### src/rtl/cdas_pkg.sv
// ----------------------------------------------------------------------------
// cdas_pkg
// Shared types for the calendar date counter: item kinds, result status codes
// and the command and status groups between the controller and the datapath.
// ----------------------------------------------------------------------------
package cdas_pkg;

    // item kinds, code 3 is unused and handled as a no-op
    typedef enum logic [1:0] {
        KIND_LOAD    = 2'd0,
        KIND_ADVANCE = 2'd1,
        KIND_MEASURE = 2'd2
    } kind_t;

    // result status codes
    localparam logic [1:0] ST_OK   = 2'd0;
    localparam logic [1:0] ST_OVF  = 2'd1;
    localparam logic [1:0] ST_MISS = 2'd2;

    // controller to datapath
    typedef struct packed {
        logic capture;    // take the input beat into the working registers
        logic load;       // store the clamped load date
        logic adv_step;   // one month step of an advance
        logic meas_step;  // one month step of a measure
        logic publish;    // move the result into the output register
    } cmd_t;

    // datapath to controller
    typedef struct packed {
        kind_t kind;      // kind of the item being worked on
        logic  adv_done;  // the current advance step is the last one
        logic  meas_done; // the current measure step is the last one
        logic  slot_free; // output register can take a result this cycle
    } sts_t;

endpackage

### src/rtl/calendar_date_advance_and_span.sv
// ----------------------------------------------------------------------------
// calendar_date_advance_and_span
// Gregorian date counter: load a date, advance it by a day count, or measure
// the days from the stored date to a target date.
// ----------------------------------------------------------------------------
// One item is handled at a time. A load or an unused kind passes through the
// capture, run and finish states before the next beat is accepted; an advance
// steps through each month boundary it crosses, and a measure through each
// month the walker passes before reaching the target or the span limit. The
// month step loop in the datapath moves the date or the walker by one month
// per cycle. The result sits in an output register, so the next beat is taken
// while the previous result is still waiting; only a finished item waits on
// a stalled result.
module calendar_date_advance_and_span
    import cdas_pkg::*;
#(
    parameter int MAX_SPAN = 65535
)
(
    input  logic        clk,
    input  logic        rst_n,
    input  logic        item_valid,
    output logic        item_stall,
    input  logic [1:0]  kind,
    input  logic [4:0]  day_in,
    input  logic [3:0]  month_in,
    input  logic [13:0] year_in,
    input  logic [15:0] count_in,
    output logic        result_valid,
    input  logic        result_stall,
    output logic [4:0]  day_out,
    output logic [3:0]  month_out,
    output logic [13:0] year_out,
    output logic [15:0] span_days,
    output logic [1:0]  status
);

    cmd_t cmd;
    sts_t sts;

    // sequencer
    cdas_ctrl u_ctrl (
        .clk        (clk),
        .rst_n      (rst_n),
        .item_valid (item_valid),
        .item_stall (item_stall),
        .sts        (sts),
        .cmd        (cmd)
    );

    // date registers, month stepper and output register
    cdas_dp #(
        .MAX_SPAN (MAX_SPAN)
    ) u_dp (
        .clk          (clk),
        .rst_n        (rst_n),
        .cmd          (cmd),
        .sts          (sts),
        .kind         (kind),
        .day_in       (day_in),
        .month_in     (month_in),
        .year_in      (year_in),
        .count_in     (count_in),
        .result_valid (result_valid),
        .result_stall (result_stall),
        .day_out      (day_out),
        .month_out    (month_out),
        .year_out     (year_out),
        .span_days    (span_days),
        .status       (status)
    );

endmodule

### src/rtl/cdas_ctrl.sv
// ----------------------------------------------------------------------------
// cdas_ctrl
// Sequencer of the date counter: takes one beat, runs the datapath month by
// month until the item is finished, then hands the result to the output
// register.
// ----------------------------------------------------------------------------
module cdas_ctrl
    import cdas_pkg::*;
(
    input  logic clk,
    input  logic rst_n,
    input  logic item_valid,
    output logic item_stall,
    input  sts_t sts,
    output cmd_t cmd
);

    typedef enum logic [1:0] {
        S_IDLE,
        S_RUN,
        S_FIN
    } state_t;

    state_t state_reg;
    state_t state_next;
    logic   stall_reg;

    // next state and commands
    always_comb
    begin
        state_next = state_reg;
        cmd        = '0;
        unique case (state_reg)
            S_IDLE:
            begin
                if (item_valid)
                begin
                    cmd.capture = 1'b1;
                    state_next  = S_RUN;
                end
            end
            S_RUN:
            begin
                case (sts.kind)
                    KIND_LOAD:
                    begin
                        cmd.load   = 1'b1;
                        state_next = S_FIN;
                    end
                    KIND_ADVANCE:
                    begin
                        cmd.adv_step = 1'b1;
                        if (sts.adv_done)
                        begin
                            state_next = S_FIN;
                        end
                    end
                    KIND_MEASURE:
                    begin
                        cmd.meas_step = 1'b1;
                        if (sts.meas_done)
                        begin
                            state_next = S_FIN;
                        end
                    end
                    default:
                    begin
                        state_next = S_FIN;
                    end
                endcase
            end
            S_FIN:
            begin
                if (sts.slot_free)
                begin
                    cmd.publish = 1'b1;
                    state_next  = S_IDLE;
                end
            end
            default:
            begin
                state_next = S_IDLE;
            end
        endcase
    end

    // state and registered stall
    always_ff @(posedge clk or negedge rst_n)
    begin
        if (!rst_n)
        begin
            state_reg <= S_IDLE;
            stall_reg <= 1'b0;
        end
        else
        begin
            state_reg <= state_next;
            stall_reg <= (state_next != S_IDLE);
        end
    end

    assign item_stall = stall_reg;

endmodule

### src/rtl/cdas_dp.sv
// ----------------------------------------------------------------------------
// cdas_dp
// Datapath of the date counter: stored date, captured item, month walker for
// measure, day counter for advance, and the output register.
// ----------------------------------------------------------------------------
module cdas_dp
    import cdas_pkg::*;
#(
    parameter int MAX_SPAN = 65535
)
(
    input  logic        clk,
    input  logic        rst_n,
    input  cmd_t        cmd,
    output sts_t        sts,
    input  logic [1:0]  kind,
    input  logic [4:0]  day_in,
    input  logic [3:0]  month_in,
    input  logic [13:0] year_in,
    input  logic [15:0] count_in,
    output logic        result_valid,
    input  logic        result_stall,
    output logic [4:0]  day_out,
    output logic [3:0]  month_out,
    output logic [13:0] year_out,
    output logic [15:0] span_days,
    output logic [1:0]  status
);

    // span limit is also capped by the width of the span field
    localparam int SPAN_LIM = (MAX_SPAN > 65535) ? 65535 : MAX_SPAN;
    localparam int ACC_W    = $clog2(SPAN_LIM + 32);

    localparam logic [ACC_W-1:0] LIM_V     = ACC_W'(SPAN_LIM);
    localparam logic [13:0]      YEAR_MAX  = 14'd9999;
    localparam logic [13:0]      YEAR_RST  = 14'd2000;
    localparam logic [3:0]       MONTH_MAX = 4'd12;
    localparam logic [4:0]       DAY_LAST  = 5'd31;
    localparam logic [13:0]      INV25     = 14'd7209;   // 25 * 7209 = 1 mod 2^14
    localparam logic [13:0]      DIV25_MAX = 14'd655;    // largest quotient of 25 below 2^14

    // leap rule; multiple of 25 tested through the inverse of 25 mod 2^14
    function automatic logic is_leap(input logic [13:0] y);
        logic [13:0] p;
        logic        div25;
        p     = y * INV25;
        div25 = (p <= DIV25_MAX);
        return (y[1:0] == 2'b00) && (!div25 || (y[3:0] == 4'b0000));
    endfunction

    function automatic logic [4:0] month_len(input logic [3:0] m, input logic leap);
        logic [4:0] n;
        case (m) inside
            4'd2:                   n = leap ? 5'd29 : 5'd28;
            4'd4, 4'd6, 4'd9, 4'd11: n = 5'd30;
            default:                n = 5'd31;
        endcase
        return n;
    endfunction

    // stored date
    logic [4:0]  cur_d_reg, cur_d_next;
    logic [3:0]  cur_m_reg, cur_m_next;
    logic [13:0] cur_y_reg, cur_y_next;

    // captured item
    kind_t       kind_reg;
    logic [4:0]  d_reg;
    logic [3:0]  m_reg;
    logic [13:0] y_reg;
    logic [15:0] cnt_reg, cnt_next;

    // measure walker
    logic [4:0]       wd_reg, wd_next;
    logic [3:0]       wm_reg, wm_next;
    logic [13:0]      wy_reg, wy_next;
    logic [ACC_W-1:0] acc_reg, acc_next;

    // result under construction
    logic [15:0] span_reg, span_next;
    logic [1:0]  st_reg, st_next;

    // output register
    logic        result_valid_reg;
    logic [4:0]  day_out_reg;
    logic [3:0]  month_out_reg;
    logic [13:0] year_out_reg;
    logic [15:0] span_out_reg;
    logic [1:0]  status_out_reg;

    // load clamping
    logic [3:0]  ld_m;
    logic [13:0] ld_y;
    logic [4:0]  ld_ml;
    logic [4:0]  ld_d;

    always_comb
    begin
        ld_m  = (m_reg == 4'd0) ? 4'd1 : ((m_reg > MONTH_MAX) ? MONTH_MAX : m_reg);
        ld_y  = (y_reg == 14'd0) ? 14'd1 : ((y_reg > YEAR_MAX) ? YEAR_MAX : y_reg);
        ld_ml = month_len(ld_m, is_leap(ld_y));
        ld_d  = (d_reg == 5'd0) ? 5'd1 : ((d_reg > ld_ml) ? ld_ml : d_reg);
    end

    // advance: one month per step
    logic [4:0] cur_ml;
    logic [4:0] left;
    logic       cnt_zero;
    logic       cnt_gt;
    logic       at_end;

    always_comb
    begin
        cur_ml   = month_len(cur_m_reg, is_leap(cur_y_reg));
        left     = cur_ml - cur_d_reg;
        cnt_zero = (cnt_reg == 16'd0);
        cnt_gt   = (cnt_reg > {11'd0, left});
        at_end   = (cur_m_reg == MONTH_MAX) && (cur_y_reg == YEAR_MAX);
    end

    // measure: one month per step of the walker
    logic             t_ok;
    logic             w_same;
    logic             w_past;
    logic [4:0]       w_ml;
    logic [ACC_W-1:0] diff;
    logic [ACC_W-1:0] nacc;
    logic             meas_done;
    logic             meas_fail;
    logic             meas_walk;

    always_comb
    begin
        t_ok   = (m_reg != 4'd0) && (m_reg <= MONTH_MAX) && (y_reg != 14'd0) &&
                 (d_reg != 5'd0) && (d_reg <= month_len(m_reg, is_leap(y_reg)));
        w_same = (wy_reg == y_reg) && (wm_reg == m_reg);
        w_past = (wy_reg > y_reg) || ((wy_reg == y_reg) && (wm_reg > m_reg));
        w_ml   = month_len(wm_reg, is_leap(wy_reg));
        diff   = acc_reg + ACC_W'(d_reg) - ACC_W'(wd_reg);
        nacc   = acc_reg + ACC_W'(w_ml) - ACC_W'(wd_reg) + ACC_W'(1);

        meas_done = 1'b1;
        meas_fail = 1'b0;
        meas_walk = 1'b0;
        if (!t_ok)
        begin
            meas_fail = 1'b1;
        end
        else if (w_same)
        begin
            meas_fail = (d_reg < wd_reg) || (diff > LIM_V);
        end
        else if (w_past || (nacc > LIM_V))
        begin
            meas_fail = 1'b1;
        end
        else
        begin
            meas_done = 1'b0;
            meas_walk = 1'b1;
        end
    end

    // next values of the working registers
    always_comb
    begin
        cur_d_next = cur_d_reg;
        cur_m_next = cur_m_reg;
        cur_y_next = cur_y_reg;
        cnt_next   = cnt_reg;
        wd_next    = wd_reg;
        wm_next    = wm_reg;
        wy_next    = wy_reg;
        acc_next   = acc_reg;
        span_next  = span_reg;
        st_next    = st_reg;

        if (cmd.capture)
        begin
            cnt_next  = count_in;
            wd_next   = cur_d_reg;
            wm_next   = cur_m_reg;
            wy_next   = cur_y_reg;
            acc_next  = '0;
            span_next = 16'd0;
            st_next   = ST_OK;
        end
        else if (cmd.load)
        begin
            cur_d_next = ld_d;
            cur_m_next = ld_m;
            cur_y_next = ld_y;
        end
        else if (cmd.adv_step && !cnt_zero)
        begin
            if (cnt_gt)
            begin
                cnt_next   = cnt_reg - {11'd0, left} - 16'd1;
                cur_d_next = 5'd1;
                if (at_end)
                begin
                    cur_d_next = DAY_LAST;
                    cnt_next   = 16'd0;
                    st_next    = ST_OVF;
                end
                else if (cur_m_reg == MONTH_MAX)
                begin
                    cur_m_next = 4'd1;
                    cur_y_next = cur_y_reg + 14'd1;
                end
                else
                begin
                    cur_m_next = cur_m_reg + 4'd1;
                end
            end
            else
            begin
                cur_d_next = cur_d_reg + cnt_reg[4:0];
                cnt_next   = 16'd0;
            end
        end
        else if (cmd.meas_step)
        begin
            if (meas_walk)
            begin
                acc_next = nacc;
                wd_next  = 5'd1;
                if (wm_reg == MONTH_MAX)
                begin
                    wm_next = 4'd1;
                    wy_next = wy_reg + 14'd1;
                end
                else
                begin
                    wm_next = wm_reg + 4'd1;
                end
            end
            else if (meas_fail)
            begin
                st_next   = ST_MISS;
                span_next = 16'd0;
            end
            else
            begin
                span_next = 16'(diff);
            end
        end
    end

    // stored date
    always_ff @(posedge clk or negedge rst_n)
    begin
        if (!rst_n)
        begin
            cur_d_reg <= 5'd1;
            cur_m_reg <= 4'd1;
            cur_y_reg <= YEAR_RST;
        end
        else
        begin
            cur_d_reg <= cur_d_next;
            cur_m_reg <= cur_m_next;
            cur_y_reg <= cur_y_next;
        end
    end

    // captured item, walker and result fields
    always_ff @(posedge clk)
    begin
        if (cmd.capture)
        begin
            kind_reg <= kind_t'(kind);
            d_reg    <= day_in;
            m_reg    <= month_in;
            y_reg    <= year_in;
        end
        cnt_reg  <= cnt_next;
        wd_reg   <= wd_next;
        wm_reg   <= wm_next;
        wy_reg   <= wy_next;
        acc_reg  <= acc_next;
        span_reg <= span_next;
        st_reg   <= st_next;
    end

    // output register: valid flag
    always_ff @(posedge clk or negedge rst_n)
    begin
        if (!rst_n)
        begin
            result_valid_reg <= 1'b0;
        end
        else
        begin
            result_valid_reg <= cmd.publish || (result_valid_reg && result_stall);
        end
    end

    // output register: payload
    always_ff @(posedge clk)
    begin
        if (cmd.publish)
        begin
            day_out_reg    <= cur_d_reg;
            month_out_reg  <= cur_m_reg;
            year_out_reg   <= cur_y_reg;
            span_out_reg   <= span_reg;
            status_out_reg <= st_reg;
        end
    end

    // status toward the controller
    always_comb
    begin
        sts.kind      = kind_reg;
        sts.adv_done  = cnt_zero || !cnt_gt || at_end;
        sts.meas_done = meas_done;
        sts.slot_free = !result_valid_reg || !result_stall;
    end

    assign result_valid = result_valid_reg;
    assign day_out      = day_out_reg;
    assign month_out    = month_out_reg;
    assign year_out     = year_out_reg;
    assign span_days    = span_out_reg;
    assign status       = status_out_reg;

    // stored date is always a real calendar date in range
    a_cur_date_valid: assert property (@(posedge clk) disable iff (!rst_n)
        (cur_m_reg >= 4'd1) && (cur_m_reg <= MONTH_MAX) && (cur_d_reg >= 5'd1) &&
        (cur_d_reg <= cur_ml) && (cur_y_reg >= 14'd1) && (cur_y_reg <= YEAR_MAX))
        else $error("stored date out of range");

    // a failed or saturated result never carries a span
    a_span_zero_on_error: assert property (@(posedge clk) disable iff (!rst_n)
        result_valid && (status != ST_OK) |-> (span_days == 16'd0))
        else $error("nonzero span with error status");

    // overflow pins the date to the last day of the calendar
    a_overflow_date: assert property (@(posedge clk) disable iff (!rst_n)
        result_valid && (status == ST_OVF) |->
        (day_out == DAY_LAST) && (month_out == MONTH_MAX) && (year_out == YEAR_MAX))
        else $error("overflow result not saturated");

    // a new result never overwrites one that is still held
    a_publish_free: assert property (@(posedge clk) disable iff (!rst_n)
        cmd.publish |-> (!result_valid_reg || !result_stall))
        else $error("result overwritten while stalled");

endmodule

### config.mk
export PLATFORM = sky130hd
export DESIGN_NAME = calendar_date_advance_and_span
export DESIGN_NICKNAME = d
export VERILOG_FILES = /design/src/rtl/cdas_pkg.sv /design/src/rtl/calendar_date_advance_and_span.sv /design/src/rtl/cdas_ctrl.sv /design/src/rtl/cdas_dp.sv
export SDC_FILE = /design/constraint.sdc
export NUM_CORES = 1
export LEC_CHECK = 0
export BUFFER_PORTS_ARGS = -buffer_cell sky130_fd_sc_hd__buf_2
export CAP_MARGIN = 20
export CORE_MARGIN = 2
export CORE_UTILIZATION = 63
export DETAILED_ROUTE_END_ITERATION = 6
export GPL_ROUTABILITY_DRIVEN = 0
export PLACE_DENSITY = 0.94
export SLEW_MARGIN = 0
export SYNTH_ARGS = -nofsm -noshare
export SYNTH_HDL_FRONTEND = slang
export SYNTH_SLANG_ARGS = --single-unit
export TNS_END_PERCENT = 10
### constraint.sdc
create_clock -name clk -period 9.5 [get_ports clk]
set_input_delay 1.9 -clock clk [delete_from_list [all_inputs] [get_ports clk]]
set_output_delay 1.9 -clock clk [all_outputs]
set_load 0.05 [all_outputs]
==> results of run 1 <==
[kinds of logic (layout without fill, tap and decap cells)]
logic type | after synthesis | in the layout | synth area share
xor+xnor | 122 | 122 | 0.07492
flops | 167 | 167 | 0.3142
buf+inv | 281 | 366 | 0.07579
simple gates | 345 | 345 | 0.1176
mux | 16 | 16 | 0.01126
fa+ha+maj | 289 | 289 | 0.2784
compound gates | 289 | 289 | 0.1278
[metal layers]
layer | vias up | GRT usage | part of all wire
met5 | - | 0 | 0
met1 | 5568 | 0.3816 | 0.38
met3 | 167 | 0.06825 | 0.090
li1 | 5368 | - | -
met2 | 729 | 0.5188 | 0.48
met4 | 0 | 0.1503 | 0.047
[synth_stat cells, drive strengths merged, types with 22 or more instances]
cell and instances:
clkbuf 30, inv 238, edfxtp 105, fa 54, a21o 35, a21oi 78
o21ai 70, nor2 60, o31ai 31, xnor2 86, dfxtp 35, nand3 22
nor3 26, nand2 117, ha 235, xor2 35, or3 22
[critical path, delay by kind of cell, from the launching register on]
| kind | cells | cell delay [ns] |
|---|---|---|
| buf+inv | 3 | 0.46 |
| fa+ha+maj | 9 | 3.61 |
| mux | 1 | 0.36 |
| simple gates | 3 | 0.86 |
| compound gates | 9 | 2.30 |
| flops | 1 | 0.53 |
[stage by stage]
stage                 util  hold slack [ns]  worst slack (ns)  cells  instance area (sq um)
floorplan                -           0.4081             1.795   1509                  14450
global placement    0.6697           0.4164             1.763   1846                  15120
detailed placement  0.6697           0.4138             1.482   1846                  15120
CTS                 0.6963           0.4315             1.324   1878                  15720
global route        0.6970           0.4472            0.8664   1879                  15730
finish              0.6970           0.4320             1.266   1879                  15730
[cell type report]
cell class                 instances  area, sq um
multi-input combinational       1061         8831
fill                            1514         6840
sequential                       167         4539
inverter                         238        894.6
timing repair buffer              96        510.5
clock buffer                      17        425.4
tap                              285        356.6
clock inverter                    15        173.9
[worst min path at each step]
| stage | start | to | slack, ns | cells past startpoint |
|---|---|---|---|---|
| 5_1_grt | u_dp.span_reg[12] | u_dp.span_days[12] | 0.45 | 0 |
| 6_report | u_dp.span_reg[12] | u_dp.span_days[12] | 0.43 | 0 |
| 2_1_floorplan | u_dp.span_reg[0] | u_dp.span_days[0] | 0.41 | 0 |
| 3_5_place_dp | u_dp.span_reg[12] | u_dp.span_days[12] | 0.41 | 0 |
| 4_1_cts | u_dp.span_reg[12] | u_dp.span_days[12] | 0.43 | 0 |
| 3_3_place_gp | u_dp.span_reg[3] | u_dp.span_days[3] | 0.42 | 0 |
[layout by cell type, fill, tap and decap left out, types with 6 or more instances in the layout]
master     count
a211oi_1       9
a21o_1        35
a21oi_1       77
a31oi_1        8
and3_1        16
buf_2         87
buf_4          8
clkbuf_16     17
dfrtp_1       19
dfstp_2        8
dfxtp_1       35
edfxtp_1     105
fa_1          54
ha_1         235
inv_1        237
inv_8          8
mux2i_1       14
nand2_1      117
nand2b_1      10
nand3_1       22
nand4_1       16
nor2_1        60
nor2b_1       14
nor3_1        24
nor3b_1        6
nor4_1        11
o211ai_1       9
o21a_1         6
o21ai_0       65
o21bai_1       7
o31ai_1       31
or3_1         21
or4_1         11
xnor2_1       86
xor2_1        35
==> metrics, run 1 <==
Core ar. 0.02257 sq mm; clock skew 0.01327 ns; H-tree Lvls 4; global-route wire length before repair 59,130 microns; Critical Path RT 9.84 ns; CP endpoint u_ctrl.item_stall; Clock Tree Buf Depth 2; hold violation count in the final report 0; Antenna Diode Count 0; post-synthesis cell count 1,509; dpl hpwl 27,420 microns; GR Overflow Total 0; largest net degree at the start of global routing 95; crit path capture type flop; worst reg2reg setup slack 1.27 ns; wire per inst 19.49 microns; vias in the first global route 12,060; sequential share of the synthesized area 0.3142; Clock Sinks 167; setup TNS 0 ns; Worst path slowest cell fa_1; CTS root buf clkbuf_16; crit path from u_dp.cur_y_reg[0]; CP Max Fanout 20; max_cap viols 0; site row count 55; main flop type after synthesis edfxtp_1; Largest register FFs 17; synth warn 0; ratio of cells with drive above 1 in the final layout 0.09598; Post-synth EDFFs 105; Ports 88; Die X-Extent 155.4 microns; initial cell density of the core 0.6400; Routed Antenna Nets 0; number of buffers created by CTS 17; worst reg2reg path depth 25; Tightest Pin Transition 1.105 ns; Synth area leader edfxtp_1; TritonRoute pass-1 iters 6; fin crit period 8.234 ns; outcome complete, no violations; initial antenna violation count 0; Cell Area, Synth 0.01445 sq mm; Final Cycle Share 0.8668; Routed WL 36,610 microns; FFs w/ async S/R, synth 0.1617; Worst-Skew Late Latency 0.46 ns; slew margin rel. 0.2636; cts repair resizes 0; critical path's largest stage delay 0.59 ns; number of DRC markers in iteration 0 1,323; unrepaired setup endpoints after global routing false; hold-fix buffers at CTS 0; number of nets in the layout 1,915; Crit path top cell by count ha_1; max-slew violations 0; Max Freq 0.1214 GHz; Clock Pin Slew Worst Setup and Hold Paths 0.07 ns; FF-to-FF End u_ctrl.item_stall; synthesis-to-finish area growth 8.904%; vias 11,830; final setup vio count 0; Port Buffers 87; CP Data Arrival Time 8.58 ns; synth top area cells edfxtp_1, ha_1, fa_1, inv_1, xnor2_1; die height 155.4 microns; Overall Global Routing Usage 0.3101; Hold Path Class reg2reg; Reg2Reg Launch Point u_dp.cur_y_reg[0]; residual DRC count 0; post-synth cell types 67; Die ar. 0.02416 sq mm; TritonCTS clock tree done; Mapped Nets 1,843; Mapped Avg Cell Area 9.573 sq um; post-CTS setup buffer count 0; Crit Path Category reg2reg; Startpoint Class flop; DR vias/cell 6.297; Yosys top cell area share 0.2183; Seq cells post-synth 167
Power of run 1 is left out: the tool's default activity adds up to more than one toggle a clock period on the data nets, which glitch-free logic cannot reach.
==> run 2: changes to the inputs <==
Settings changed: CORE_UTILIZATION 63 to 40, PLACE_DENSITY 0.94 to 0.68.
==> run 2 against run 1 <==
Fmax grew 4.7%. Clock skew grew 0.0028 ns. Utilization shrank 25 points. Flip-flop and latch count is the same. Largest cell class unchanged. Highest routed layer unchanged.
==> metrics, run 2 (synthesis results as in run 1) <==
CP Data Arrival Time 8.18 ns (was 8.58 ns); dpl hpwl 26,910 microns (was 27,420 microns); worst reg2reg setup slack 1.64 ns (was 1.27 ns); CTS root buf clkbuf_16 (unchanged); Clock Sinks 167 (unchanged); Hold Path Class reg2reg (unchanged); FF-to-FF End u_dp.st_reg[1] (was u_ctrl.item_stall); ratio of cells with drive above 1 in the final layout 0.09598 (unchanged); Die ar. 0.03765 sq mm (was 0.02416 sq mm); residual DRC count 0 (unchanged); slew margin rel. 0.2781 (was 0.2636); global-route wire length before repair 57,150 microns (was 59,130 microns); Crit Path Category reg2reg (unchanged); fillers 3,365 (was 1,514); outcome complete, no violations (unchanged); Worst-Skew Late Latency 0.46 ns (about the same); hold-fix buffers at CTS 0 (unchanged); worst reg2reg path depth 24 (was 25); CP Max Fanout 9 (was 20); TritonRoute pass-1 iters 5 (was 6); WHS Endpoint u_dp.span_days[0] (was u_dp.span_days[12]); DP Area 0.01534 sq mm (was 0.01512 sq mm); Crit path top cell by count ha_1 (unchanged); Startpoint Class flop (unchanged); Worst path slowest cell nor4_1 (was fa_1); max_cap viols 0 (unchanged); Routed Antenna Nets 0 (unchanged); Largest register FFs 17 (unchanged); Port Buffers 87 (unchanged); largest net degree at the start of global routing 64 (was 95); Antenna Diode Count 0 (unchanged); synthesis-to-finish area growth 10.42% (was 8.904%); hold path start u_dp.span_reg[0] (was u_dp.span_reg[12]); die height 194.0 microns (was 155.4 microns); number of buffers created by CTS 17 (unchanged); setup TNS 0 ns (unchanged); Die X-Extent 194.0 microns (was 155.4 microns); Ports 88 (unchanged); H-tree Lvls 4 (unchanged); number of DRC markers in iteration 0 828 (was 1,323); fin crit period 7.865 ns (was 8.234 ns); Critical Path RT 9.82 ns (was 9.84 ns); hold violation count in the final report 0 (unchanged); unrepaired setup endpoints after global routing false (unchanged); crit path buf inv count 2 (was 3); most frequent cells in the layout inv_1, ha_1, nand2_1 (unchanged); worst hold stages 0 (unchanged); critical path's largest stage delay 0.71 ns (was 0.59 ns); max-slew violations 0 (unchanged); fin area 0.01595 sq mm (was 0.01573 sq mm); Core ar. 0.03557 sq mm (was 0.02257 sq mm); site row count 69 (was 55); most common cell after layout, fill and taps aside inv_1 (unchanged); CP top delay family adder cells (unchanged); initial cell density of the core 0.4061 (was 0.6400); Clock Pin Slew Worst Setup and Hold Paths 0.08 ns (was 0.07 ns); Overall Global Routing Usage 0.1882 (was 0.3101); Final Cycle Share 0.8279 (was 0.8668); post-CTS setup buffer count 0 (unchanged); vias in the first global route 10,880 (was 12,060); initial antenna violation count 0 (unchanged); cts repair resizes 0 (unchanged); vias 10,950 (was 11,830); Max Freq 0.1272 GHz (was 0.1214 GHz); fin cells 2,055 (was 1,879); final setup vio count 0 (unchanged); Clock Tree Buf Depth 2 (unchanged); crit path capture type flop (unchanged); Reg2Reg Launch Point u_dp.cur_y_reg[2] (was u_dp.cur_y_reg[0]); dpl cells 2,022 (was 1,846); Routed WL 34,760 microns (was 36,610 microns); GR Overflow Total 0 (unchanged); number of nets in the layout 1,915 (unchanged); DR vias/cell 5.327 (was 6.297); wire per inst 16.92 microns (was 19.49 microns); TritonCTS clock tree done (unchanged); Tightest Pin Transition 1.069 ns (was 1.105 ns); crit path cell chain fa_1 > ha_1 > ha_1 > inv_1 > fa_1 > inv_1 > fa_1 > ha_1 > mux2_2 > or4_1 > a2111oi_0 > o31ai_1 > o221ai_1 > ha_1 > fa_1 > ha_1 > nor2b_1 > o21a_1 > o21ai_0 > a21oi_1 > nor2_1 > nor4_1 > nand2b_1 > a21oi_1; clock skew 0.01611 ns (was 0.01327 ns)
[run 2: cell types whose count changed in the layout (fill, tap and decap cells not counted)]
cell        delta
clkinvlp_4     +1
clkinv_8       -1
clkinv_2       +1
clkbuf_16      +1
inv_8          -2
[run 2: how the worst max path moves through the flow]
| stage | start | to | slack (ns) | depth (start not counted) |
|---|---|---|---|---|
| 6_report | u_dp.cur_y_reg[2] | u_dp.st_reg[1] | 1.64 | 24 |
| 5_1_grt | u_dp.cur_y_reg[0] | u_dp.st_reg[1] | 1.20 | 24 |
| 4_1_cts | u_dp.wy_reg[0] | u_dp.span_reg[4] | 1.57 | 26 |
| 3_5_place_dp | u_dp.wy_reg[0] | u_dp.span_reg[4] | 1.61 | 26 |
| 3_3_place_gp | u_dp.cur_y_reg[0] | u_dp.st_reg[1] | 1.84 | 24 |
| 2_1_floorplan | u_dp.wy_reg[0] | u_dp.wy_reg[0] | 1.80 | 26 |
[run 2: metrics by stage]
stage / utilization / setup slack (ns) / hold WS, ns
final: 0.4484 / 1.635 / 0.4334
after global routing: 0.4484 / 1.202 / 0.4392
after CTS: 0.4480 / 1.568 / 0.4343
after detailed placement: 0.4312 / 1.614 / 0.4156
after global placement: 0.4312 / 1.840 / 0.4165
after floorplan: - / 1.795 / 0.4081
[run 2: routing by layer]
| layer | share of wire | global-route usage |
|---|---|---|
| met5 | 0 | 0 |
| met4 | 0.021 | 0.06004 |
| met3 | 0.049 | 0.02557 |
| met2 | 0.46 | 0.3064 |
| met1 | 0.47 | 0.2590 |
[run 2: area by class of cell]
type	instances	area (sq um)	share of cell area
multi-input cells	1061	8831	0.5537
flip-flops and latches	167	4539	0.2846
inverters	238	894.6	0.05609
well taps	461	576.8	0.03616
repair buffers	96	510.5	0.03201
clock buffers	18	450.4	0.02824
clock inverters	14	147.6	0.009256
Power of run 2 is left out for the same reason.
